**src/rtl/core/wpg_pkg.sv**
```systemverilog
// Types and constants of the wallpaper pixel generator.
package wpg_pkg;

    localparam int W_PIX  = 12;
    localparam int W_DIM  = 13;
    localparam int W_RSQ  = 25;
    localparam int W_D2   = 27;
    localparam int W_GNUM = 20;
    localparam int N_GEO  = 6;

    localparam logic [15:0] RECIP_100   = 16'd41943;
    localparam int          RECIP_SHIFT = 22;
    localparam logic [15:0] DIV255_MUL  = 16'h8081;
    localparam int          DIV255_SHIFT = 23;

    // cx1, cy1, rad1, cx2, cy2, rad2
    localparam logic [6:0] GEO_PCT [N_GEO] = '{7'd82, 7'd6, 7'd55, 7'd10, 7'd96, 7'd42};
    localparam logic       GEO_ON_H [N_GEO] = '{1'b0, 1'b1, 1'b0, 1'b0, 1'b1, 1'b0};

    localparam logic [7:0] COL_BASE0 [3] = '{8'h0E, 8'h11, 8'h24};
    localparam logic [7:0] COL_BASE1 [3] = '{8'h2C, 8'h16, 8'h46};
    localparam logic [7:0] COL_GLOW1 [3] = '{8'h10, 8'h26, 8'h5E};
    localparam logic [7:0] COL_GLOW2 [3] = '{8'h06, 8'h30, 8'h2E};

    localparam logic [3:0] DITHER [16] = '{
        4'd0,  4'd8,  4'd2,  4'd10,
        4'd12, 4'd4,  4'd14, 4'd6,
        4'd3,  4'd11, 4'd1,  4'd9,
        4'd15, 4'd7,  4'd13, 4'd5
    };

    typedef enum logic [1:0] {
        REG_FRAME_WIDTH   = 2'd0,
        REG_FRAME_HEIGHT  = 2'd1,
        REG_DARKEN_AMOUNT = 2'd2
    } t_cfg_reg;

    typedef struct packed {
        logic [W_PIX-1:0] pixel_x;
        logic [W_PIX-1:0] pixel_y;
    } t_pix_in;

    typedef struct packed {
        logic [7:0] red;
        logic [7:0] green;
        logic [7:0] blue;
    } t_pix_out;

    typedef struct packed {
        logic [W_DIM-1:0]            wm1;
        logic [W_DIM-1:0]            hm1;
        logic [1:0][W_DIM-1:0]       cx;
        logic [1:0][W_DIM-1:0]       cy;
        logic [1:0][W_RSQ-1:0]       rsq;
        logic [7:0]                  keep;
    } t_geom;

endpackage

```
**src/rtl/core/wpg_geometry.sv**
```systemverilog
// Configuration registers and pipelined glow geometry.
module wpg_geometry
    import wpg_pkg::*;
#(
    parameter int MAX_DIM = 4096
) (
    input  logic        i_clk,
    input  logic        i_rst_n,
    input  logic        i_cfg_we,
    input  logic [1:0]  i_cfg_idx,
    input  logic [12:0] i_cfg_data,
    output t_geom       o_geom
);

    logic [W_DIM-1:0] r_frame_width, n_frame_width;
    logic [W_DIM-1:0] r_frame_height, n_frame_height;
    logic [7:0]       r_darken_amount, n_darken_amount;

    logic [W_DIM-1:0] wc, hc;

    logic [W_GNUM-1:0] r_num [N_GEO];
    logic [W_GNUM-1:0] r_num2 [N_GEO];
    logic [W_DIM-1:0]  r_q0 [N_GEO];
    logic [W_DIM-1:0]  r_quo [N_GEO];
    logic [W_RSQ-1:0]  r_rsq [2];

    logic [W_GNUM-1:0] n_num [N_GEO];
    logic [W_DIM-1:0]  n_q0 [N_GEO];
    logic [W_DIM-1:0]  n_quo [N_GEO];
    logic [35:0]       recip_p [N_GEO];
    logic [W_GNUM-1:0] rem_v [N_GEO];

    always_comb begin
        n_frame_width   = r_frame_width;
        n_frame_height  = r_frame_height;
        n_darken_amount = r_darken_amount;
        if (i_cfg_we) begin
            unique case (t_cfg_reg'(i_cfg_idx))
                REG_FRAME_WIDTH:   n_frame_width   = i_cfg_data;
                REG_FRAME_HEIGHT:  n_frame_height  = i_cfg_data;
                REG_DARKEN_AMOUNT: n_darken_amount = i_cfg_data[7:0];
                default: ;
            endcase
        end
    end

    always_ff @(posedge i_clk) begin
        if (!i_rst_n) begin
            r_frame_width   <= 13'd1024;
            r_frame_height  <= 13'd768;
            r_darken_amount <= 8'd80;
        end else begin
            r_frame_width   <= n_frame_width;
            r_frame_height  <= n_frame_height;
            r_darken_amount <= n_darken_amount;
        end
    end

    always_comb begin
        if (r_frame_width < 13'd2) begin
            wc = 13'd2;
        end else if ({1'b0, r_frame_width} > 14'(MAX_DIM)) begin
            wc = W_DIM'(MAX_DIM);
        end else begin
            wc = r_frame_width;
        end
        if (r_frame_height < 13'd2) begin
            hc = 13'd2;
        end else if ({1'b0, r_frame_height} > 14'(MAX_DIM)) begin
            hc = W_DIM'(MAX_DIM);
        end else begin
            hc = r_frame_height;
        end
    end

    always_comb begin
        for (int g = 0; g < N_GEO; g++) begin
            n_num[g]   = W_GNUM'(GEO_ON_H[g] ? hc : wc) * W_GNUM'(GEO_PCT[g]);
            recip_p[g] = 36'(r_num[g]) * 36'(RECIP_100);
            n_q0[g]    = W_DIM'(recip_p[g] >> RECIP_SHIFT);
            rem_v[g]   = r_num2[g] - W_GNUM'(r_q0[g]) * W_GNUM'(7'd100);
            n_quo[g]   = (rem_v[g] >= W_GNUM'(7'd100)) ? r_q0[g] + 13'd1 : r_q0[g];
        end
    end

    always_ff @(posedge i_clk) begin
        r_num  <= n_num;
        r_num2 <= r_num;
        r_q0   <= n_q0;
        r_quo  <= n_quo;
        r_rsq[0] <= W_RSQ'(26'(r_quo[2]) * 26'(r_quo[2]));
        r_rsq[1] <= W_RSQ'(26'(r_quo[5]) * 26'(r_quo[5]));
    end

    always_comb begin
        o_geom.wm1    = wc - 13'd1;
        o_geom.hm1    = hc - 13'd1;
        o_geom.cx[0]  = r_quo[0];
        o_geom.cy[0]  = r_quo[1];
        o_geom.cx[1]  = r_quo[3];
        o_geom.cy[1]  = r_quo[4];
        o_geom.rsq[0] = r_rsq[0];
        o_geom.rsq[1] = r_rsq[1];
        o_geom.keep   = 8'd255 - r_darken_amount;
    end

endmodule

```
**config.mk**
```make
export PLATFORM = sky130hd
export DESIGN_NAME = wpg_geometry
export DESIGN_NICKNAME = d
export VERILOG_FILES = /design/src/rtl/core/wpg_pkg.sv /design/src/rtl/core/wpg_geometry.sv
export SDC_FILE = /design/constraint.sdc
export NUM_CORES = 2
export LEC_CHECK = 0
export ABC_AREA = 0
export BUFFER_PORTS_ARGS = -buffer_cell sky130_fd_sc_hd__buf_2
export CAP_MARGIN = 5
export CORE_MARGIN = 5
export CORE_UTILIZATION = 66
export DETAILED_ROUTE_END_ITERATION = 16
export PLACE_DENSITY_LB_ADDON = 0.12
export SYNTH_ARGS = -nofsm -noshare
export SYNTH_HDL_FRONTEND = slang
export SYNTH_SLANG_ARGS = --single-unit
```
**constraint.sdc**
```tcl
create_clock -name i_clk -period 8.2 [get_ports i_clk]
set_clock_uncertainty 0.2 [all_clocks]
set_input_delay 1.64 -clock i_clk [delete_from_list [all_inputs] [get_ports i_clk]]
set_output_delay 1.64 -clock i_clk [all_outputs]
set_load 0.02 [all_outputs]
```
==> flow_metrics.py <==
metrics = {
    "clock_tree": {
        "ctsHoldBuffers": 0,
        "cts_root_buf": "clkbuf_16",
        "cts_tree": "done",
        "path_clk_slew_ns": 0.06,
        "cts_made_buffers": 47,
        "insertion_delay_ns": 0.64,
        "cts_setup_buffers": 0,
        "cts-htree-levels": 2,
        "cts_sinks": 379,
        "cts_resized": 0,
        "clockBufferDepth": 3,
    },
    "grt": {
        "grt_pass1_wl_mm": 220,
        "antenna_found_initial": 7,
        "track_usage_pct": 27.6,
        "grt_max_degree": 35,
        "grt_pass1_vias": 44100,
        "grt-ovfl-total": 0,
    },
    "sta": {
        "report.final.slew_viol_count": 0,
        "rsz0062_at_grt": "false",
        "worst_pin_slew_ns": 0.943,
        "finalSetupTns_ns": 0,
        "finalCriticalPeriod_ns": 6.77,
        "hold_violations": 0,
        "maxSlewHeadroom_pct": 36.9,
        "fin_crit_sh_pct": 82.6,
        "setup_viol": 0,
        "fmax_mhz": 148,
        "timing.hold.ws_ns": 0.256,
    },
    "synth": {
        "netlist_instances": 6085,
        "syn_area_per_cell_um2": 9.85,
        "postSynth.asyncResetShare_pct": 0,
        "ys_seq_elements": 379,
        "synth_enable_flop_cells": 0,
        "ys_seq_area_share_pct": 12.7,
        "ys_warn_count": 0,
        "syn-cell-area_mm2": 0.0599,
        "synth.distinct_cells": 84,
        "ys.flop_type": "dfxtp_1",
    },
    "routing": {
        "via_per_inst": 5.59,
        "ant_nets": 0,
        "detail_route.wl_per_cell_um": 17.7,
        "drt-initial-drc-count": 2128,
        "first_pass_iters": 5,
        "routed_wl_mm": 131,
        "dr_total_vias": 41400,
        "drc": 0,
    },
    "die": {
        "die_area_mm2": 0.0969,
        "io_pins": 154,
        "core-area_mm2": 0.0900,
        "start_util_pct": 66.6,
        "die_x_um": 311,
        "chipHeight_um": 311,
        "fp-row-count": 110,
    },
    "status": {
        "outcome": "finished clean",
    },
    "placed_design": {
        "dp_hpwl_mm": 111,
        "place_congestion": 0.919,
        "portBuffers": 148,
        "placedInstanceArea_mm2": 0.0616,
    },
    "finish": {
        "area_growth_pct": 5.75,
        "layout.nets": 8365,
        "design_area_mm2": 0.0634,
        "drive_gt1_share_pct": 4.57,
        "utilization_pct": 70.4,
    },
    "critical_path": {
        "slowest_delay_ns": 0.71,
        "critical_path.top_delay_family": "compound AO/OA/AOI/OAI gates",
        "cp_max_fo": 13,
        "cp-start-kind": "register",
        "crit_slowest_cell": "dfxtp_1",
        "crit_type": "register to register",
        "reg2reg_slack_ns": 1.43,
        "crit_arrival_ns": 7.08,
        "worst_setup_path_end_kind": "register",
        "cp_num_buf_inv": 2,
        "critPathRequiredTime_ns": 8.51,
    },
    "run": {
        "maxCapViolCount": 0,
    },
    "min_path": {
        "hold_path_class": "register to register",
    },
}
[sequential cells by signal, indices dropped and copies added (netlist names)]
name	flops
r_num2	78
r_q0	64
r_darken_amount	8
r_rsq	48
o_geom	49
r_quo	26
r_num	80
r_frame_width	13
r_frame_height	13
[worst paths after layout]
kind                                   startpoint            endpoint  cells after the start
worst min register to register  r_num[27]$_DFF_P_  r_num2[27]$_DFF_P_                      0
worst min-delay path            r_num[27]$_DFF_P_  r_num2[27]$_DFF_P_                      0
worst max register to register   r_q0[17]$_DFF_P_  o_geom[72]$_DFF_P_                     25
worst max-delay path             r_q0[17]$_DFF_P_  o_geom[72]$_DFF_P_                     25
[cell usage in the layout (no fill, tap or decap), types with 14 or more instances in the layout]
| cell | instances |
|---|---|
| o211ai_1 | 23 |
| a211oi_1 | 31 |
| buf_2 | 148 |
| nand3_1 | 72 |
| a21oi_1 | 213 |
| nor3_1 | 94 |
| ha_1 | 1333 |
| clkbuf_16 | 48 |
| xor2_1 | 113 |
| and3_1 | 25 |
| a21boi_0 | 37 |
| nor2b_1 | 59 |
| nor3b_1 | 23 |
| a21o_1 | 64 |
| nand4_1 | 29 |
| nor4_1 | 16 |
| and2_1 | 105 |
| xnor2_1 | 237 |
| nand2_1 | 262 |
| o31ai_1 | 17 |
| o21a_1 | 62 |
| a31oi_1 | 21 |
| o21ai_0 | 129 |
| mux2i_1 | 18 |
| o21bai_1 | 28 |
| or2_2 | 14 |
| or3_1 | 26 |
| fa_1 | 834 |
| nand2b_1 | 54 |
| inv_1 | 1255 |
| nor2_1 | 191 |
| dfxtp_1 | 379 |
[synthesized netlist by cell type, drive strengths merged (51+ instances only)]
cell       n  share of area [%]
inv     1255                7.9
nor2b     59               0.62
nand2    264                1.7
clkbuf    51               0.32
a21o      64               0.80
xor2     113                1.7
fa       834                 28
nand2b    54               0.56
nor2     191                1.2
and2     105                1.1
dfxtp    379                 13
a21oi    214                1.8
o21ai    134                1.1
buf       63               0.76
nand3     76               0.67
o21a      62               0.78
ha      1333                 28
nor3      94               0.78
xnor2    237                3.5
[logic make-up (layout without fill, tap and decap cells)]
group	count (synthesis)	in the layout	share of synthesized area, %
xor+xnor	351	351	5.15
compound gates	756	756	8.26
buf+inv	1370	1499	8.95
flops	379	379	12.7
other cells	1	6	0.00626
simple gates	1037	1037	8.88
fa+ha+maj	2167	2167	55.7
mux	24	24	0.413
[metal layers]
metal / vias to the layer above / track usage, % / part of all wire, %
met1: 20300 / 36.6 / 44
li1: 20100 / - / -
met4: 8 / 7.59 / 2.8
met3: 221 / 4.86 / 5.6
met2: 801 / 46.9 / 48
met5: - / 0 / 0.042
[per-stage QoR]
stage          worst slack [ns]  instances
6_report                   1.43       7395
3_5_place_dp               1.43       7307
2_1_floorplan              2.04       6089
4_1_cts                    1.41       7394
3_3_place_gp               1.61       7307
5_1_grt                   0.905       7394
[layout make-up]
cell class	instances	area [um^2]
Fill cell	6886	26600
Antenna cell	1	2.50
Clock buffer	54	1280
Multi-Input combinational cell	4340	47000
Timing Repair Buffer	156	801
Sequential cell	379	7590
Inverter	1256	4710
Clock inverter	33	514
Tap cell	1176	1470
Power is left out: the tool's default activity adds up to more than one toggle a clock period on the data nets, which glitch-free logic cannot reach.
