File: src/rtl/core/wpg_pkg.sv
// Types and constants of the wallpaper pixel generator.
package wpg_pkg;

    localparam int W_PIX  = 12;
    localparam int W_DIM  = 13;
    localparam int W_RSQ  = 25;
    localparam int W_D2   = 27;
    localparam int W_GNUM = 20;
    localparam int N_GEO  = 6;

    localparam logic [15:0] RECIP_100   = 16'd41943;
    localparam int          RECIP_SHIFT = 22;
    localparam logic [15:0] DIV255_MUL  = 16'h8081;
    localparam int          DIV255_SHIFT = 23;

    // cx1, cy1, rad1, cx2, cy2, rad2
    localparam logic [6:0] GEO_PCT [N_GEO] = '{7'd82, 7'd6, 7'd55, 7'd10, 7'd96, 7'd42};
    localparam logic       GEO_ON_H [N_GEO] = '{1'b0, 1'b1, 1'b0, 1'b0, 1'b1, 1'b0};

    localparam logic [7:0] COL_BASE0 [3] = '{8'h0E, 8'h11, 8'h24};
    localparam logic [7:0] COL_BASE1 [3] = '{8'h2C, 8'h16, 8'h46};
    localparam logic [7:0] COL_GLOW1 [3] = '{8'h10, 8'h26, 8'h5E};
    localparam logic [7:0] COL_GLOW2 [3] = '{8'h06, 8'h30, 8'h2E};

    localparam logic [3:0] DITHER [16] = '{
        4'd0,  4'd8,  4'd2,  4'd10,
        4'd12, 4'd4,  4'd14, 4'd6,
        4'd3,  4'd11, 4'd1,  4'd9,
        4'd15, 4'd7,  4'd13, 4'd5
    };

    typedef enum logic [1:0] {
        REG_FRAME_WIDTH   = 2'd0,
        REG_FRAME_HEIGHT  = 2'd1,
        REG_DARKEN_AMOUNT = 2'd2
    } t_cfg_reg;

    typedef struct packed {
        logic [W_PIX-1:0] pixel_x;
        logic [W_PIX-1:0] pixel_y;
    } t_pix_in;

    typedef struct packed {
        logic [7:0] red;
        logic [7:0] green;
        logic [7:0] blue;
    } t_pix_out;

    typedef struct packed {
        logic [W_DIM-1:0]            wm1;
        logic [W_DIM-1:0]            hm1;
        logic [1:0][W_DIM-1:0]       cx;
        logic [1:0][W_DIM-1:0]       cy;
        logic [1:0][W_RSQ-1:0]       rsq;
        logic [7:0]                  keep;
    } t_geom;

endpackage

File: src/rtl/core/wpg_div_pipe.sv
// Pipelined restoring divider, one quotient bit per stage, several lanes.
module wpg_div_pipe
    import wpg_pkg::*;
#(
    parameter int NL = 2,
    parameter int NW = 19,
    parameter int DW = 13,
    parameter int QW = 8,
    parameter int SW = 24
) (
    input  logic          i_clk,
    input  logic          i_rst_n,
    input  logic          i_en,
    input  logic          i_valid,
    input  logic [NW-1:0] i_num [NL],
    input  logic [DW-1:0] i_den [NL],
    input  logic [SW-1:0] i_side,
    output logic          o_valid,
    output logic [QW-1:0] o_quo [NL],
    output logic [SW-1:0] o_side
);

    localparam int CW = (NW > DW + QW) ? NW : DW + QW;

    logic [NW-1:0] r_rem  [QW][NL];
    logic [DW-1:0] r_den  [QW][NL];
    logic [QW-1:0] r_quo  [QW][NL];
    logic [SW-1:0] r_side [QW];
    logic [QW-1:0] r_vld;

    for (genvar s = 0; s < QW; s++) begin : g_stage
        localparam int B = QW - 1 - s;

        logic [NW-1:0] rem_in  [NL];
        logic [DW-1:0] den_in  [NL];
        logic [QW-1:0] quo_in  [NL];
        logic [SW-1:0] side_in;
        logic          vld_in;
        logic [NW-1:0] n_rem   [NL];
        logic [QW-1:0] n_quo   [NL];

        if (s == 0) begin : g_first
            always_comb begin
                rem_in  = i_num;
                den_in  = i_den;
                side_in = i_side;
                vld_in  = i_valid;
                for (int l = 0; l < NL; l++) begin
                    quo_in[l] = '0;
                end
            end
        end else begin : g_next
            always_comb begin
                rem_in  = r_rem[s-1];
                den_in  = r_den[s-1];
                quo_in  = r_quo[s-1];
                side_in = r_side[s-1];
                vld_in  = r_vld[s-1];
            end
        end

        always_comb begin
            for (int l = 0; l < NL; l++) begin
                n_rem[l] = rem_in[l];
                n_quo[l] = quo_in[l];
                if (CW'(rem_in[l]) >= (CW'(den_in[l]) << B)) begin
                    n_rem[l]    = NW'(CW'(rem_in[l]) - (CW'(den_in[l]) << B));
                    n_quo[l][B] = 1'b1;
                end
            end
        end

        always_ff @(posedge i_clk) begin
            if (!i_rst_n) begin
                r_vld[s] <= 1'b0;
            end else if (i_en) begin
                r_vld[s] <= vld_in;
            end
        end

        always_ff @(posedge i_clk) begin
            if (i_en) begin
                r_rem[s]  <= n_rem;
                r_den[s]  <= den_in;
                r_quo[s]  <= n_quo;
                r_side[s] <= side_in;
            end
        end
    end

    assign o_valid = r_vld[QW-1];
    assign o_quo   = r_quo[QW-1];
    assign o_side  = r_side[QW-1];

endmodule

File: config.mk
export PLATFORM = sky130hd
export DESIGN_NAME = wpg_div_pipe
export DESIGN_NICKNAME = d
export VERILOG_FILES = /design/src/rtl/core/wpg_pkg.sv /design/src/rtl/core/wpg_div_pipe.sv
export SDC_FILE = /design/constraint.sdc
export NUM_CORES = 1
export LEC_CHECK = 0
export ABC_CLOCK_PERIOD_IN_PS = 4700
export CORE_MARGIN = 4
export CORE_UTILIZATION = 30
export CTS_CLUSTER_DIAMETER = 200
export DETAILED_ROUTE_END_ITERATION = 10
export DONT_BUFFER_PORTS = 1
export GPL_ROUTABILITY_DRIVEN = 0
export PLACE_DENSITY = 0.42
export SLEW_MARGIN = 5
export SYNTH_ARGS = -nofsm -noshare
export SYNTH_HDL_FRONTEND = slang
export SYNTH_SLANG_ARGS = --single-unit
File: constraint.sdc
create_clock -name i_clk -period 4.7 [get_ports i_clk]
set_input_delay 0.235 -clock i_clk [delete_from_list [all_inputs] [get_ports i_clk]]
set_output_delay 0.235 -clock i_clk [all_outputs]
set_load 0.01 [all_outputs]
==> out/metrics.yaml, run 1 <==
clock-skew-final_ns: 0.0201
nNetsFinal: 2983
cts-resized-gates: 0
antenna_found_initial: 2
tightest_slew_ns: 5.36
dp.cells: 3992
cts.sinks: 720
max_freq_mhz: 253
worstPathMaxFanout: 602
cts_htree_levels: 3
synth_async_sr_flop_share_pct: 0
synth_area_leader_cell: "edfxtp_1"
fin_cells: 4238
start_util_pct: 30.2
synth_seq_area_share_pct: 63.4
ys_types: 87
drv_slew: 549
routed_wl_um: 65800
cts_tree: "built"
dieArea_um2: 119000
drt_iter0_markers: 1107
grt_pass1_wl_um: 107000
hold_path.class: "in2reg"
synth_cells: 2519
cts_max_path_buffers: 3
dr.pass1.iters: 5
syn_to_final_growth_pct: 16.0
numCtsBuffers: 86
die_w_um: 344
drive_gt1_share_pct: 9.09
violations: "slew limit"
postSynthAreaPerCell_um2: 13.5
cp.arrival_ns: 2.78
grt-ovfl-total: 0
syn_area_um2: 34000
die_h_um: 344
peakVddDrop_mv: 0.235
synthTopCellsByArea: "edfxtp_1 63%, ha_1 7.6%, inv_1 2.8%"
num_vias: 19300
dp_hpwl_um: 44400
diodes: 0
synth_top_area_share_pct: 62.9
leakagePower_nw: 14.8
cp-start-kind: "primary input"
crit_type: "in2reg"
clkTransAtPathRegs_ns: 0.06
groute.usage.overall_pct: 11.1
drc: 0
placementRows: 123
clock_latency_ns: 0.64
timing.hold.ws_ns: 0.123
numPortBuffers: 0
outcome: "finished with violations"
required_ns: 3.52
ant_nets: 0
routedWlPerCell_um: 15.5
power.density_nw_per_um2: 529
cap_viol_max_count: 0
fin_setup_tns_ns: 0
hold_violations: 0
fin_crit_sh_pct: 84.2
synth_edf_count: 712
rsz0062_at_grt: "no"
syn-num-nets: 2831
finalSetupViolCount: 0
slew_headroom_pct: -257
pin_count: 133
via_per_inst: 4.55
yosysWarnings: 0
core_um2: 112000
synth_common_cells: "712 x edfxtp_1, 254 x inv_1, 206 x ha_1"
synth.most_common_cell: "edfxtp_1"
grt_start_max_net_pins: 603
end_kind: "register"
grt_pass1_vias: 20200
clock-root-buffer: "clkbuf_16"
period_minus_slack_ns: 3.96
synthFlopType: "edfxtp_1"
synth-seq-cells: 720
==> worst paths after layout <==
path,from,endpoint,slack [ns],cells after the start
setup / recovery,i_en,r_den[0][3],0.74,0
hold reg to reg,r_side[1][6],r_side[1][30],0.41,0
setup reg to reg,r_rem[3][3],r_rem[4][4],1.29,10
hold / removal,i_num[37],r_rem[0][37],0.12,3
==> final cells by class <==
type	count	area, um2
clock buffers	98	2240
clock inverters	57	533
fillers	10700	73100
inverters	257	965
multi-input cells	1510	11300
flip-flops and latches	720	21500
well taps	1500	1880
repair buffers	96	966
==> kinds of logic (layout without fill, tap and decap cells) <==
group,after synthesis,in the layout,synth area share [%]
AOI/OAI and AO/OA,527,527,10.3
xor gates and xnor gates,138,138,3.56
adders and majority gates,220,220,8.41
buffers and inverters,289,508,3.38
DFF,720,720,63.4
muxes,104,104,3.37
and+or+nand+nor,521,521,7.54
==> metal layers <==
layer / vias to the layer above / part of all wire, % / GRT usage (%)
li1: 9692 / - / -
met1: 9171 / 46 / 14.4
met4: 0 / 3.0 / 4.54
met5: - / 0 / 0
met3: 121 / 3.9 / 2.22
met2: 310 / 47 / 18.3
==> per-stage QoR <==
stage                     power (mW)  util, %  cell area [um2]  setup slack (ns)
final                           20.8     35.0            39400             0.744
after global routing            22.2     35.0            39400              1.08
after CTS                       21.1     35.0            39400              1.29
after detailed placement        14.3     31.7            35700              1.30
after global placement          14.2     31.7            35700              1.29
after floorplan                 13.1        -            34000              1.93
==> what timing repair did <==
action / in CTS / in global routing
hold endpoints to repair: 216 / 0
buffers inserted: 0 / 0
hold buffers: 91 / 0
==> where the power goes <==
| part | internal (mW) | switching [mW] |
|---|---|---|
| combinational | 2.44 | 2.87 |
| sequential | 8.48 | 0.563 |
| clock | 3.86 | 2.62 |
| total | 14.8 | 6.05 |
==> flip-flops by register name (all words and copies together), names as in the netlist <==
register,cells
r_rem,266
r_side,192
r_den,182
r_quo,72
g_stage.vld_in,7
o_valid,1
==> cells in the final DEF, fill, tap and decap left out, drive strengths merged, types with 90 or more instances in the layout <==
cell,Yosys,layout
inv,257,258
clkbuf,11,98
nor2,158,158
ha,206,206
a21oi,166,166
xnor2,90,90
dlygate4sd3,0,90
edfxtp,712,712
o21ai,123,123
nand2,122,122
No activity file was read; power rests on OpenSTA's default activity.
==> run 2, diff against run 1 <==
--- a/config.mk
+++ b/config.mk
@@ -5,14 +5,14 @@
 export SDC_FILE = /design/constraint.sdc
 export NUM_CORES = 1
 export LEC_CHECK = 0
-export ABC_CLOCK_PERIOD_IN_PS = 4700
+export ABC_CLOCK_PERIOD_IN_PS = 3600
 export CORE_MARGIN = 4
 export CORE_UTILIZATION = 30
 export CTS_CLUSTER_DIAMETER = 200
 export DETAILED_ROUTE_END_ITERATION = 10
 export DONT_BUFFER_PORTS = 1
 export GPL_ROUTABILITY_DRIVEN = 0
-export PLACE_DENSITY = 0.42
+export PLACE_DENSITY = 0.43
 export SLEW_MARGIN = 5
 export SYNTH_ARGS = -nofsm -noshare
 export SYNTH_HDL_FRONTEND = slang
==> constraint.sdc (replaced) <==
create_clock -name i_clk -period 3.6 [get_ports i_clk]
set_input_delay 0.18 -clock i_clk [delete_from_list [all_inputs] [get_ports i_clk]]
set_output_delay 0.18 -clock i_clk [all_outputs]
set_load 0.01 [all_outputs]
==> out/metrics.yaml, run 2 (synthesis gave the netlist of run 1 again) <==
r2r_end: "r_rem[3][24]"
grt_start_max_net_pins: 721  # +20%
cts_tree: "built"
slowest_stage: "a41oi_4"
mostFrequentLayoutCell: "edfxtp_1"
start_util_pct: 30.2  # unchanged
tightest_slew_ns: 1.39  # -3.97 ns
dr.pass1.iters: 5  # unchanged
grt_pass1_vias: 20400  # +0.62%
clockPowerShare_pct: 31.2  # about the same
crit_path_start: "r_rem[2][24]"
routedWlPerCell_um: 15.5  # -0.42%
cts-resized-gates: 0  # unchanged
drc: 0  # unchanged
cp.arrival_ns: 3.48  # +0.70 ns
finalSetupViolCount: 0  # unchanged
pre_cts_slack_ns: 0.513  # -0.787 ns
max_freq_mhz: 322
p_comb_share_pct: 25.9  # +0.4 points
ant_nets: 0  # unchanged
critPathTopFamily: "compound AO/OA/AOI/OAI gates"
clkTransAtPathRegs_ns: 0.06  # about the same
cts.sinks: 720  # unchanged
dieArea_um2: 119000  # unchanged
via_per_inst: 4.58  # +0.57%
top_regs: "r_rem (266), r_side (192), r_den (182)"
fin_setup_tns_ns: 0  # unchanged
regMostFlops: "r_rem"
numCtsBuffers: 86  # unchanged
largest_reg_flops: 266  # unchanged
leakagePower_nw: 14.9  # +0.60%
groute.usage.overall_pct: 11.0  # -0.096 points
slew_headroom_pct: 7.34  # +260 points
worstReg2RegStart: "r_rem[2][24]"
rrSetupSlack_ns: 0.49  # -0.80 ns
grt-ovfl-total: 0  # unchanged
reg2reg_depth: 7  # -3
routed_wl_um: 65800  # about the same
switching_share_pct: 29.4  # +0.40 points
die_h_um: 344  # unchanged
cts_max_path_buffers: 3  # unchanged
cp.depth: 7  # +7
cp-start-kind: "register"
nNetsFinal: 2996  # +0.44%
drive_gt1_share_pct: 9.26  # +0.17 points
rsz0062_at_grt: "no"
syn_to_final_growth_pct: 16.5
p_seq_share_pct: 42.9  # -0.5 points
final_cell_mix: "712 x edfxtp_1, 254 x inv_1, 206 x ha_1"
crit_chain: "ha_1 -> nor2b_1 -> o31a_1 -> o31ai_1 -> a21oi_1 -> a41oi_4 -> mux2_1"
dp_hpwl_um: 45000  # +1.2%
drt_iter0_markers: 1125  # +1.6%
pin_count: 133  # unchanged
crit_buf_inv: 0
cts_htree_levels: 3  # unchanged
power.density_nw_per_um2: 694  # +31%
core_um2: 112000  # unchanged
cap_viol_max_count: 0  # unchanged
diodes: 0  # unchanged
end_kind: "register"
switchingPower_mw: 8.09  # +34%
clock-root-buffer: "clkbuf_16"
peakVddDrop_mv: 0.299  # +27%
required_ns: 3.97  # +0.45 ns
period_minus_slack_ns: 3.11
max_stage_delay_ns: 0.58
hold_violations: 0  # unchanged
hold_path.class: "in2reg"
numPortBuffers: 0  # unchanged
clock-skew-final_ns: 0.0183  # -0.00180 ns
fin_crit_sh_pct: 86.3
placementRows: 123  # unchanged
die_w_um: 344  # unchanged
num_vias: 19500  # +0.95%
p_int_mw: 19.4  # +31%
cp-endpoint: "r_rem[3][24]"
crit_type: "reg2reg"
clock_latency_ns: 0.64  # about the same
grt_pass1_wl_um: 106000  # -0.79%
outcome: "finished clean"
worstPathMaxFanout: 18  # -97%
timing.final.ws_setup_ns: 0.495  # -0.249 ns
antenna_found_initial: 1  # -1
drv_slew: 0  # -100%
run 2: stage by stage:
step / cells / power, mW / utilization [%] / instance area, um2 / hold slack, ns
6_report: 4254 / 27.5 / 35.2 / 39600 / 0.0752
4_1_cts: 4249 / 27.7 / 35.1 / 39500 / -0.374
5_1_grt: 4254 / 29.2 / 35.2 / 39600 / 0.0606
3_5_place_dp: 4001 / 18.8 / 31.8 / 35800 / 0.279
3_3_place_gp: 4001 / 18.6 / 31.8 / 35800 / 0.279
2_1_floorplan: 2519 / 17.1 / - / 34000 / 0.279
run 2: how the worst min path moves through the flow:
stage | depth (start not counted) | startpoint | to | slack (ns)
2_1_floorplan | 0 | i_den[0] | r_den[0][0] | 0.28
3_3_place_gp | 0 | i_side[4] | r_side[0][4] | 0.28
3_5_place_dp | 0 | i_side[21] | r_side[0][21] | 0.28
4_1_cts | 0 | i_en | r_side[0][84] | -0.37
5_1_grt | 3 | i_num[18] | r_rem[0][18] | 0.06
6_report | 3 | i_num[37] | r_rem[0][37] | 0.08
run 2: power by group through the flow:
stage	Combinational [mW]	Clock, mW	Sequential (mW)
after global routing	8.01	9.30	11.9
final	7.11	8.58	11.8
after detailed placement	6.82	0	12.0
after floorplan	5.51	0	11.6
after global placement	6.64	0	12.0
after CTS	6.95	8.94	11.8
run 2: metal layers:
layer | up-vias | routed length [um] | GRT usage (%)
met1 | 9223 | 30000 | 13.9
met5 | - | 0 | 0
met2 | 350 | 30700 | 18.4
met4 | 0 | 2340 | 4.61
met3 | 151 | 2710 | 2.29
li1 | 9754 | - | -
run 2: final cells by class:
type                    instances  area [um2]
flip-flops and latches        720       21500
inverters                     257         965
clock buffers                 100        2200
multi-input cells            1510       11300
fillers                     10700       72900
clock inverters                58         593
well taps                    1500        1880
repair buffers                109        1130
run 2: worst register-to-register path, delay by kind of cell (launching register included):
kind | cells | cell delay (ns)
fa+ha+maj | 1 | 0.37
simple gates | 1 | 0.16
mux | 1 | 0.40
compound gates | 4 | 1.49
flops | 1 | 0.44
run 2: what timing repair did:
| action | CTS | global route |
|---|---|---|
| setup endpoints to repair | 0 | 0 |
| hold buffers | 90 | 2 |
| endpoints found under the hold margin | 449 | 55 |
| buffers inserted | 0 | 0 |
==> run 3, diff against run 2 <==
--- a/config.mk
+++ b/config.mk
@@ -6,6 +6,7 @@
 export NUM_CORES = 1
 export LEC_CHECK = 0
 export ABC_CLOCK_PERIOD_IN_PS = 3600
+export CORE_ASPECT_RATIO = 1.2
 export CORE_MARGIN = 4
 export CORE_UTILIZATION = 30
 export CTS_CLUSTER_DIAMETER = 200
==> out/metrics.yaml, run 3 (synthesis gave the netlist of run 1 again) <==
rsz0062_at_grt: "no"
outcome: "finished with violations"
nFillCells: 10700  # +0.36%
num_vias: 19500  # -0.041%
fin_setup_tns_ns: 0  # unchanged
numPortBuffers: 0  # unchanged
gr-max-usage-layer: "met2"
fin_cells: 4246  # -0.19%
dieArea_um2: 119000  # about the same
drv_slew: 510  # +510
finalSetupViolCount: 0  # unchanged
die_h_um: 377  # +9.3%
core_um2: 112000  # -0.59%
cts_tree: "built"
via_per_inst: 4.59  # +0.15%
tightest_slew_ns: 4.13  # +2.74 ns
placementRows: 134  # +8.9%
routedWlPerCell_um: 15.2  # -1.5%
max_stage_delay_ns: 0.95  # +0.37 ns
clock_latency_ns: 0.67  # +0.03 ns
dp.cells: 3996  # -0.12%
drive_gt1_share_pct: 8.95  # -0.31 points
critPathTopFamily: "multiplexers"
ant_nets: 0  # unchanged
largest_reg_flops: 266  # unchanged
switchingPower_mw: 7.93  # -2.0%
crit_chain: "mux2i_1 -> dlygate4sd3_1 -> nor2b_1"
switching_share_pct: 29.4  # about the same
grt-ovfl-total: 0  # unchanged
diodes: 0  # unchanged
crit_buf_inv: 1  # +1
numCtsBuffers: 82  # -4.7%
hold_violations: 0  # unchanged
grt_pass1_wl_um: 105000  # -1.0%
dr.pass1.iters: 5  # unchanged
die_w_um: 315  # -8.5%
met2_usage_pct: 19.3  # +0.90 points
required_ns: 4.16  # +0.19 ns
grt_pass1_vias: 20500  # +0.50%
max_freq_mhz: 321  # -0.44%
leakagePower_nw: 14.8  # -0.60%
violations: "slew limit"
gr-usage-met3_pct: 1.97  # -0.31 points
routed_wl_um: 64700  # -1.7%
cts_htree_levels: 3  # unchanged
grt_start_max_net_pins: 721  # unchanged
top_regs: "r_rem (266), r_side (192), r_den (182)"
p_seq_share_pct: 43.7  # +0.8 points
cp.arrival_ns: 3.68  # +0.20 ns
p_total_mw: 26.9  # -1.9%
power.density_nw_per_um2: 683  # -1.6%
drt_iter0_markers: 999  # -11%
period_minus_slack_ns: 3.12  # +0.0137 ns
regMostFlops: "r_rem"
end_kind: "register"
cp-start-kind: "primary input"
groute.usage.overall_pct: 10.9  # -0.14 points
timing.final.ws_setup_ns: 0.481  # -0.0137 ns
cap_viol_max_count: 0  # unchanged
timing.hold.ws_ns: 0.00295  # -0.0723 ns
peakVddDrop_mv: 0.338  # +13%
drc: 0  # unchanged
final_cell_mix: "712 x edfxtp_1, 254 x inv_1, 206 x ha_1"
fin_crit_sh_pct: 86.6  # +0.38 points
grt_use_met1_pct: 12.5  # -1.4 points
syn_to_final_growth_pct: 16.1
start_util_pct: 30.4  # +0.18 points
slowest_stage: "mux2i_1"
dp_hpwl_um: 44400  # -1.3%
p_int_mw: 19.0  # -1.9%
antenna_found_initial: 0  # -1
hold_path.class: "in2reg"
cts_max_path_buffers: 3  # unchanged
mostFrequentLayoutCell: "edfxtp_1"
crit_type: "in2reg"
pin_count: 133  # unchanged
nNetsFinal: 2997  # +0.033%
clock-root-buffer: "clkbuf_16"
cts.sinks: 720  # unchanged
pre_cts_slack_ns: 0.498  # -0.0147 ns
clkTransAtPathRegs_ns: 0.06  # about the same
slew_headroom_pct: -175  # -180 points
clock-skew-final_ns: 0.0163  # -0.00197 ns
worstPathMaxFanout: 648  # +630
p_comb_share_pct: 26.0  # about the same
clockPowerShare_pct: 30.3  # -0.9 points
[run 3: cell count changes in the layout (fill, tap and decap cells not counted), sizes merged]
cell,change
clkinv,-2
bufinv,-3
buf,-3
clkbuf,-5
dlygate4sd3,+8
clkinvlp,-1
inv,+2
[run 3: power by group through the flow]
stage | clock [mW] | combinational, mW | sequential (mW)
2_1_floorplan | 0 | 5.51 | 11.6
3_3_place_gp | 0 | 6.67 | 11.9
3_5_place_dp | 0 | 6.84 | 11.9
4_1_cts | 8.55 | 6.98 | 11.8
5_1_grt | 8.86 | 7.90 | 11.9
6_report | 8.17 | 6.99 | 11.8
[run 3: per-stage QoR]
stage	area (um2)	utilization [%]
5_1_grt	39400	35.3
4_1_cts	39400	35.2
3_3_place_gp	35800	32.0
6_report	39400	35.3
3_5_place_dp	35800	32.0
2_1_floorplan	34000	-
[run 3: worst paths after layout]
check / from / end / depth (start not counted) / slack, ns
setup reg to reg: r_rem[3][24] / r_rem[4][23] / 7 / 0.48
hold / removal: i_en / r_quo[1][47] / 0 / 0.003
setup / recovery: i_en / o_valid / 3 / 0.48
hold reg to reg: r_side[0][71] / r_side[0][95] / 0 / 0.41
[run 3: what timing repair did]
item                                   in CTS  in global routing
setup buffers                               0                  0
hold buffers                               98                  3
endpoints found under the hold margin     450                 73
setup endpoints to repair                   0                  0
gates resized for setup                     0                  0
[run 3: layout make-up]
cell class,instances,area [um2],share of cell area (%)
tap,1496,1870,4.75
timing repair buffer,114,1140,2.90
multi-input combinational,1510,11300,28.6
sequential,720,21500,54.6
inverter,257,965,2.45
clock buffer,95,2100,5.33
clock inverter,54,536,1.36
[run 3: metal layers]
layer / share of wire [%] / vias up
met5: 0 / -
met1: 42 / 9253
met3: 3.6 / 145
met4: 4.1 / 0
li1: - / 9721
met2: 50 / 351
